===== src/sv/erpm_pkg.sv =====
// Package for the encoder rpm moving-average core.
// Widths, window depth, speed constant, mode and register codes, shared types.
// No dependencies.
package erpm_pkg;

	localparam int WIN_DEPTH = 8;
	localparam int SLOT_W    = (WIN_DEPTH > 1) ? $clog2(WIN_DEPTH) : 1;
	localparam int CNT_W     = $clog2(WIN_DEPTH + 1);
	localparam int SPEED_W   = 32;
	localparam int SUM_W     = SPEED_W + SLOT_W;
	localparam int NUM_W     = 34;
	localparam int DIV_NW    = (SUM_W > NUM_W) ? SUM_W : NUM_W;
	localparam int DEN_W     = 48;
	localparam int ITER_W    = $clog2(DIV_NW);

	// 60e6 * 256: rpm in 24.8 fixed point
	localparam logic [NUM_W-1:0] RPM_NUMERATOR = 34'd15360000000;

	localparam logic [1:0] MODE_TICK  = 2'd0;
	localparam logic [1:0] MODE_EVAL  = 2'd1;
	localparam logic [1:0] MODE_CLEAR = 2'd2;

	localparam logic [1:0] REG_DEBOUNCE = 2'd0;
	localparam logic [1:0] REG_PPR      = 2'd1;
	localparam logic [1:0] REG_TIMEOUT  = 2'd2;

	localparam logic [15:0]        DEBOUNCE_RST = 16'd50;
	localparam logic [15:0]        PPR_RST      = 16'd11;
	localparam logic [SPEED_W-1:0] TIMEOUT_RST  = 32'd500000;

	typedef struct packed {
		logic busy;
		logic done;
	} div_stat_t;

endpackage


===== src/sv/erpm_div.sv =====
// Restoring divider, one quotient bit per cycle.
// Zero divisor yields an all-ones quotient. Depends on erpm_pkg.
module erpm_div (
	input  logic                      clk,
	input  logic                      arst_n,
	input  logic                      start,
	input  logic [erpm_pkg::DIV_NW-1:0] dividend,
	input  logic [erpm_pkg::DEN_W-1:0]  divisor,
	output logic [erpm_pkg::DIV_NW-1:0] quotient,
	output erpm_pkg::div_stat_t       stat
);
	import erpm_pkg::*;

	logic [DEN_W:0]    rem_q;
	logic [DIV_NW-1:0] quo_q;
	logic [DEN_W-1:0]  dvs_q;
	logic [ITER_W-1:0] iter_q;
	logic              busy_q;
	logic              done_q;
	logic [DEN_W:0]    rem_sh;
	logic [DEN_W+1:0]  diff;

	assign rem_sh = {rem_q[DEN_W-1:0], quo_q[DIV_NW-1]};
	assign diff   = {1'b0, rem_sh} - {2'b0, dvs_q};

	always_ff @(posedge clk or negedge arst_n) begin
		if (!arst_n) begin
			busy_q <= 1'b0;
			done_q <= 1'b0;
			iter_q <= '0;
		end else begin
			done_q <= 1'b0;
			if (start) begin
				busy_q <= 1'b1;
				iter_q <= ITER_W'(DIV_NW - 1);
			end else if (busy_q) begin
				iter_q <= iter_q - 1'b1;
				if (iter_q == '0) begin
					busy_q <= 1'b0;
					done_q <= 1'b1;
				end
			end
		end
	end

	always_ff @(posedge clk) begin
		if (start) begin
			rem_q <= '0;
			quo_q <= dividend;
			dvs_q <= divisor;
		end else if (busy_q) begin
			if (!diff[DEN_W+1]) begin
				rem_q <= diff[DEN_W:0];
				quo_q <= {quo_q[DIV_NW-2:0], 1'b1};
			end else begin
				rem_q <= rem_sh;
				quo_q <= {quo_q[DIV_NW-2:0], 1'b0};
			end
		end
	end

	assign quotient  = quo_q;
	assign stat.busy = busy_q;
	assign stat.done = done_q;

endmodule


===== src/sv/encoder_rpm_moving_average_core.sv =====
// Encoder rpm meter with moving-average window: top level.
// One item is one microsecond tick; the result is one transfer per item.
// Depends on erpm_pkg and erpm_div.
//
// An item that computes a new speed makes two divisions on the shared restoring divider:
// the rpm quotient, then the window mean. Only the mean is divided when no speed is pushed,
// an old or zero speed is pushed before the mean is divided, and no division is made when
// the window is empty. s_tready is high only between items.
// The finished result waits in the output register and the next item is taken meanwhile.
// An item holds in its last cycle only while the previous result is still waiting.
// Configuration is written through cfg_we; the user must write it only while idle, the block does not enforce it.
module encoder_rpm_moving_average_core (
	input  logic        clk,
	input  logic        arst_n,
	input  logic        cfg_we,
	input  logic [1:0]  cfg_index,
	input  logic [31:0] cfg_data,
	input  logic        s_tvalid,
	output logic        s_tready,
	input  logic [7:0]  s_tdata,   // [1:0] mode, [2] edge_req, [7:3] zero
	output logic        m_tvalid,
	input  logic        m_tready,
	output logic [63:0] m_tdata    // [31:0] average_rpm, [63:32] instant_rpm
);
	import erpm_pkg::*;

	localparam logic [3:0] S_IDLE   = 4'd0;
	localparam logic [3:0] S_TICK   = 4'd1;
	localparam logic [3:0] S_EVAL   = 4'd2;
	localparam logic [3:0] S_MUL    = 4'd3;
	localparam logic [3:0] S_RPM_GO = 4'd4;
	localparam logic [3:0] S_RPM_WT = 4'd5;
	localparam logic [3:0] S_PUSH   = 4'd6;
	localparam logic [3:0] S_AVG_GO = 4'd7;
	localparam logic [3:0] S_AVG_WT = 4'd8;
	localparam logic [3:0] S_FIN    = 4'd9;

	logic [3:0]         state_q;
	logic [15:0]        debounce_q;
	logic [15:0]        ppr_q;
	logic [SPEED_W-1:0] timeout_q;
	logic [1:0]         mode_q;
	logic               edge_q;
	logic [SPEED_W-1:0] since_q;
	logic [SPEED_W-1:0] period_q;
	logic               pending_q;
	logic [SPEED_W-1:0] speed_q;
	logic [SPEED_W-1:0] win_q [WIN_DEPTH];
	logic [SLOT_W-1:0]  slot_q;
	logic               full_q;
	logic [SUM_W-1:0]   sum_q;
	logic [DEN_W-1:0]   den_q;
	logic [SPEED_W-1:0] avg_q;
	logic               out_valid_q;
	logic [SPEED_W-1:0] out_avg_q;
	logic [SPEED_W-1:0] out_inst_q;

	logic [SPEED_W-1:0] since_inc;
	logic [CNT_W-1:0]   count;
	logic               fin_load;
	logic               div_start;
	logic [DIV_NW-1:0]  div_dividend;
	logic [DEN_W-1:0]   div_divisor;
	logic [DIV_NW-1:0]  div_quo;
	div_stat_t          div_stat;

	assign since_inc = (since_q == '1) ? since_q : since_q + 1'b1;
	assign count     = full_q ? CNT_W'(WIN_DEPTH) : CNT_W'(slot_q);
	assign fin_load  = (state_q == S_FIN) && (!out_valid_q || m_tready);

	assign div_start    = (state_q == S_RPM_GO) || (state_q == S_AVG_GO && count != '0);
	assign div_dividend = (state_q == S_RPM_GO) ? DIV_NW'(RPM_NUMERATOR) : DIV_NW'(sum_q);
	assign div_divisor  = (state_q == S_RPM_GO) ? den_q : DEN_W'(count);

	erpm_div u_div (
		.clk      (clk),
		.arst_n   (arst_n),
		.start    (div_start),
		.dividend (div_dividend),
		.divisor  (div_divisor),
		.quotient (div_quo),
		.stat     (div_stat)
	);

	always_ff @(posedge clk or negedge arst_n) begin
		if (!arst_n) begin
			debounce_q <= DEBOUNCE_RST;
			ppr_q      <= PPR_RST;
			timeout_q  <= TIMEOUT_RST;
		end else if (cfg_we) begin
			unique case (cfg_index)
				REG_DEBOUNCE: debounce_q <= cfg_data[15:0];
				REG_PPR:      ppr_q      <= cfg_data[15:0];
				REG_TIMEOUT:  timeout_q  <= cfg_data;
				default: ;
			endcase
		end
	end

	always_ff @(posedge clk or negedge arst_n) begin
		if (!arst_n) begin
			state_q     <= S_IDLE;
			since_q     <= '0;
			period_q    <= '0;
			pending_q   <= 1'b0;
			speed_q     <= '0;
			slot_q      <= '0;
			full_q      <= 1'b0;
			sum_q       <= '0;
			out_valid_q <= 1'b0;
			for (int i = 0; i < WIN_DEPTH; i++) win_q[i] <= '0;
		end else begin
			if (fin_load) out_valid_q <= 1'b1;
			else if (m_tvalid && m_tready) out_valid_q <= 1'b0;
			unique case (state_q)
				S_IDLE: begin
					if (s_tvalid) state_q <= S_TICK;
				end
				S_TICK: begin
					if (edge_q && since_inc > SPEED_W'(debounce_q)) begin
						period_q  <= since_inc;
						since_q   <= '0;
						pending_q <= 1'b1;
					end else begin
						since_q <= since_inc;
					end
					state_q <= S_EVAL;
				end
				S_EVAL: begin
					state_q <= S_AVG_GO;
					if (mode_q == MODE_EVAL) begin
						if (pending_q) begin
							pending_q <= 1'b0;
							state_q   <= (period_q != '0) ? S_MUL : S_PUSH;
						end else if (since_q > timeout_q) begin
							speed_q <= '0;
							state_q <= S_PUSH;
						end
					end else if (mode_q == MODE_CLEAR) begin
						slot_q <= '0;
						full_q <= 1'b0;
						sum_q  <= '0;
						for (int i = 0; i < WIN_DEPTH; i++) win_q[i] <= '0;
					end
				end
				S_MUL:    state_q <= S_RPM_GO;
				S_RPM_GO: state_q <= S_RPM_WT;
				S_RPM_WT: begin
					if (div_stat.done) begin
						speed_q <= (|div_quo[DIV_NW-1:SPEED_W]) ? '1 : div_quo[SPEED_W-1:0];
						state_q <= S_PUSH;
					end
				end
				S_PUSH: begin
					sum_q         <= sum_q - SUM_W'(win_q[slot_q]) + SUM_W'(speed_q);
					win_q[slot_q] <= speed_q;
					if (slot_q == SLOT_W'(WIN_DEPTH - 1)) begin
						slot_q <= '0;
						full_q <= 1'b1;
					end else begin
						slot_q <= slot_q + 1'b1;
					end
					state_q <= S_AVG_GO;
				end
				S_AVG_GO: state_q <= (count != '0) ? S_AVG_WT : S_FIN;
				S_AVG_WT: begin
					if (div_stat.done) state_q <= S_FIN;
				end
				S_FIN: begin
					if (fin_load) state_q <= S_IDLE;
				end
				default: state_q <= S_IDLE;
			endcase
		end
	end

	always_ff @(posedge clk) begin
		if (state_q == S_IDLE && s_tvalid) begin
			mode_q <= s_tdata[1:0];
			edge_q <= s_tdata[2];
		end
		if (state_q == S_MUL) den_q <= DEN_W'(ppr_q) * DEN_W'(period_q);
		if (state_q == S_AVG_GO) avg_q <= '0;
		else if (state_q == S_AVG_WT && div_stat.done) avg_q <= div_quo[SPEED_W-1:0];
		if (fin_load) begin
			out_avg_q  <= avg_q;
			out_inst_q <= speed_q;
		end
	end

	assign s_tready = (state_q == S_IDLE);
	assign m_tvalid = out_valid_q;
	assign m_tdata  = {out_inst_q, out_avg_q};

endmodule


===== config.mk =====
export PLATFORM = sky130hd
export DESIGN_NAME = encoder_rpm_moving_average_core
export DESIGN_NICKNAME = d
export VERILOG_FILES = /design/src/sv/erpm_pkg.sv /design/src/sv/erpm_div.sv /design/src/sv/encoder_rpm_moving_average_core.sv
export SDC_FILE = /design/constraint.sdc
export NUM_CORES = 2
export LEC_CHECK = 0
export BUFFER_PORTS_ARGS = -buffer_cell sky130_fd_sc_hd__buf_2
export CORE_MARGIN = 2
export CORE_UTILIZATION = 50
export DETAILED_ROUTE_END_ITERATION = 8
export PLACE_DENSITY = 0.75
export SLEW_MARGIN = 5
export SYNTH_ARGS = -nofsm -noshare
export SYNTH_HDL_FRONTEND = slang
export SYNTH_SLANG_ARGS = --single-unit

===== constraint.sdc =====
create_clock -name clk -period 14.55 [get_ports clk]
set_input_delay 0 -clock clk [delete_from_list [all_inputs] [get_ports clk]]
set_output_delay 0 -clock clk [all_outputs]
set_load 0.005 [all_outputs]

==> summary.md <==
| Metric | Value |
|---|---|
| Most common cell after layout, fill and taps aside | inv_1 |
| Top sig layer | met4 |
| Wl on met1 | ~57,000 µm |
| Fin. max-slew vios | 0 |
| Area leader, netlist | dfrtp_1 |
| Outcome | complete, no violations |
| Final Power | around 9.7 mW |
| Ratio of cells with drive above 1 in the final layout | 0.08065 |
| FMAX | between 100 and 150 MHz |
| Skew-Pair Late Insertion Delay | ~0.70 ns |
| All-Layer GR Usage | 0.2595 |
| Most frequent cells in the layout | 711 x inv_1, 671 x nand2_1, 455 x dfrtp_1 |
| Kind of critical path | reg2reg |
| Cell mode on critical path | fa_1 |
| Met3 WL post-DR | 13,830 µm |
| Die ar. | 107,700 µm² |
| Post-Syn Area per Cell | ~10 µm² |
| Final HPWL DP | between 90,000 and 100,000 µm |
| Area Overhead vs Synth | 9.460% |
| Antenna violations before repair | 0 |
| Final ANT Viol Nets | 0 |
| Max Buffers Root-to-Sink | 3 |
| Synth async-reset ratio | 0.6278 |
| Final core occ | 0.5535 |
| Io pins | ~110 |
| Top area cells in the synthesized netlist | dfrtp_1 22%, fa_1 17%, edfxtp_1 11% |
| Library cells used by synthesis | between 80 and 90 |
| Worst slew pin tran | 1.249 ns |
| Post-synthesis instance area | 52,560 µm² |
| IO buf count | roughly 110 |
| Crit-path max cell delay | about 1.2 ns |
| Slowest CP cell | dfrtp_1 |
| Htree depth | 3 |
| PwrDens | between 150 and 200 nW/µm² |
| Synth top area share | 0.2171 |
| Core area | slightly above 100,000 µm² |
| WL per Instance | just over 20 µm |
| NumNets Final | 6,056 |
| First-pass GRT wire length | ~220,000 µm |
| DRC Markers | 0 |
| CP Launch Type | register |
| Final setup viols | 0 |
| Post-CTS Setup Bufs | 0 |
| Critical path peak fanout | 33 |
| Min Tclk post-route | ~8.0 ns |
| Clock sink count | 747 |
| Root Driver | clkbuf_16 |
| Max-cap violations | 0 |
| Final Hold Viols | 0 |
| WL met2 | roughly 64,000 µm |
| RSZ-0062 raised after global routing | false |
| Critical path required time | between 10 and 15 ns |
| Hold_ws | 0.05914 ns |
| Element type at the critical path end | register |
| Max transition margin | 0.1675 |
| Vias in the first global route | approximately 40,000 |
| DR iter-0 viols | around 3,800 |
| Final clock period utilization by the worst path | 0.5472 |
| Yosys warnings | 0 |
| Total wire length after detailed routing | 139,100 µm |
| Clock Skew | ~0.075 ns |
| Synth Flop Type | dfrtp_1 |
| Die Y-Extent | between 300 and 400 µm |
| CTS Buf Count | around 80 |
| GR Overflow Total | 0 |
| Clock-pin slew on the worst setup and hold paths | 0.07 ns |
| Initial core utilization | 0.5057 |
| Hold crit path type | in2async |
| Mapped Cells | between 5,000 and 6,000 |
| Largest net degree at the start of global routing | 129 |
| Leakage | around 27 nW |
| #FFs+latches synth | between 700 and 800 |
| Seq/Total Area, Yosys | 0.3672 |
| IR drop worst, VDD | approximately 0.00012 V |
| Critical Path AT | 8.38 ns |
| EDFF count, synth | a little under 200 |
| First-pass DRT Iterations | 8 |
| Final RePlAce weighted congestion | between 0.9 and 1 |
| Vias post-DR | about 40,000 |
| Syn Nets | 6,089 |
| Cells along the critical path | and2_1, fa_1, inv_1, fa_1, fa_1, inv_1, fa_1, fa_1, inv_1, fa_1, inv_1, ha_1, nand2_1, o21ai_0, a211oi_1, o31ai_1, o31ai_1, o31ai_1, a41oi_1, a31oi_1, a311oi_1, xnor2_1 |
| Std-Cell Rows | roughly 120 |
| CTS tree | built |
| Die width | ~330 µm |
| Cts repair resizes | 0 |
| Ant diodes | 0 |
| Final setup TNS | 0 ns |
| Vias/cell | slightly below 6 |
==> cells in the mapped netlist, types with 61 or more instances <==
master and n:
a21o_1 82, a21oi_1 247, a22o_1 258, a22oi_1 131, and2_1 219, and3_1 74
clkbuf_1 326, dfrtp_1 456, dfxtp_1 80, edfxtp_1 198, fa_1 451, ha_1 256
inv_1 712, nand2_1 671, nand4_1 66, nor2_1 152, o21ai_0 192, o22ai_1 61
xnor2_1 95
==> metal layers <==
metal | vias up | global-route usage
li1 | 17880 | -
met1 | 19750 | 0.3511
met2 | 1969 | 0.4082
met3 | 339 | 0.06280
met4 | 0 | 0.09261
met5 | - | 0
==> cells by family after synthesis <==
kind of cell	synth area share
buffers and inverters	0.07727
and+or+nand+nor	0.1264
AOI/OAI and AO/OA	0.1533
adders and majority gates	0.2327
muxes	0.01911
xor gates and xnor gates	0.02399
DFF	0.3672
==> layout make-up <==
type / count / area (µm²)
clock buffers: 110 / 2288
clock inverters: 40 / 529.3
fillers: 8837 / 46400
inverters: 712 / 2673
multi-input cells: 3520 / 29330
flip-flops and latches: 747 / 19300
well taps: 1380 / 1727
repair buffers: 240 / 1687
==> path summary, 6_finish.rpt <==
path,from,to,slack [ns],cells past startpoint
setup reg to reg,ppr_q[5]$_DFFE_PN0P_,den_q[46]$_DFFE_PP_,6.59,22
min in group clk,s_tdata[0],mode_q[0]$_DFFE_PP_,0.09,2
max in group asynchronous,arst_n,win_q[89]$_DFFE_PN0P_,11.50,5
hold reg to reg,avg_q[3]$_SDFFE_PP0P_,out_avg_q[3]$_DFFE_PP_,0.41,0
hold / removal,arst_n,timeout_q[27]$_DFFE_PN0P_,0.06,2
setup / recovery,ppr_q[5]$_DFFE_PN0P_,den_q[46]$_DFFE_PP_,6.59,22
==> where the power goes <==
part           switching, mW  leakage (nW)  internal, mW
clock network          0.930          1.36          1.22
logic                   2.68          16.7          1.75
registers              0.486          8.91          2.63
total                   4.10          27.0          5.60
==> state kept, by name (all words and copies together) (netlist names), 35 cells and up <==
name,cells
win_q,256
den_q,48
u_div.dvs_q,48
u_div.rem_q,48
sum_q,35
u_div.quotient,35
==> critical path: cells and delay by family (launching register included) <==
| kind | cells | cell delay, ns |
|---|---|---|
| XOR/XNOR | 1 | 0.14 |
| flip-flops | 1 | 1.16 |
| adder cells (fa/ha/maj) | 7 | 3.25 |
| buffers and inverters | 4 | 0.23 |
| AO/OA/AOI/OAI | 8 | 2.47 |
| AND/OR/NAND/NOR | 2 | 0.43 |
==> what timing repair did <==
item | CTS | global route
hold buffers | 57 | 0
endpoints found under the hold margin | 200 | 0
setup endpoints to repair | 0 | 0
==> per-stage QoR <==
stage / instance area (µm²) / instances / setup WS (ns)
global route: 57540 / 6749 / 6.139
global placement: 54150 / 6542 / 6.799
floorplan: 52560 / 5335 / 7.751
CTS: 57540 / 6749 / 6.728
finish: 57540 / 6749 / 6.589
detailed placement: 54150 / 6542 / 6.757
(Power assumes the default switching activity.)
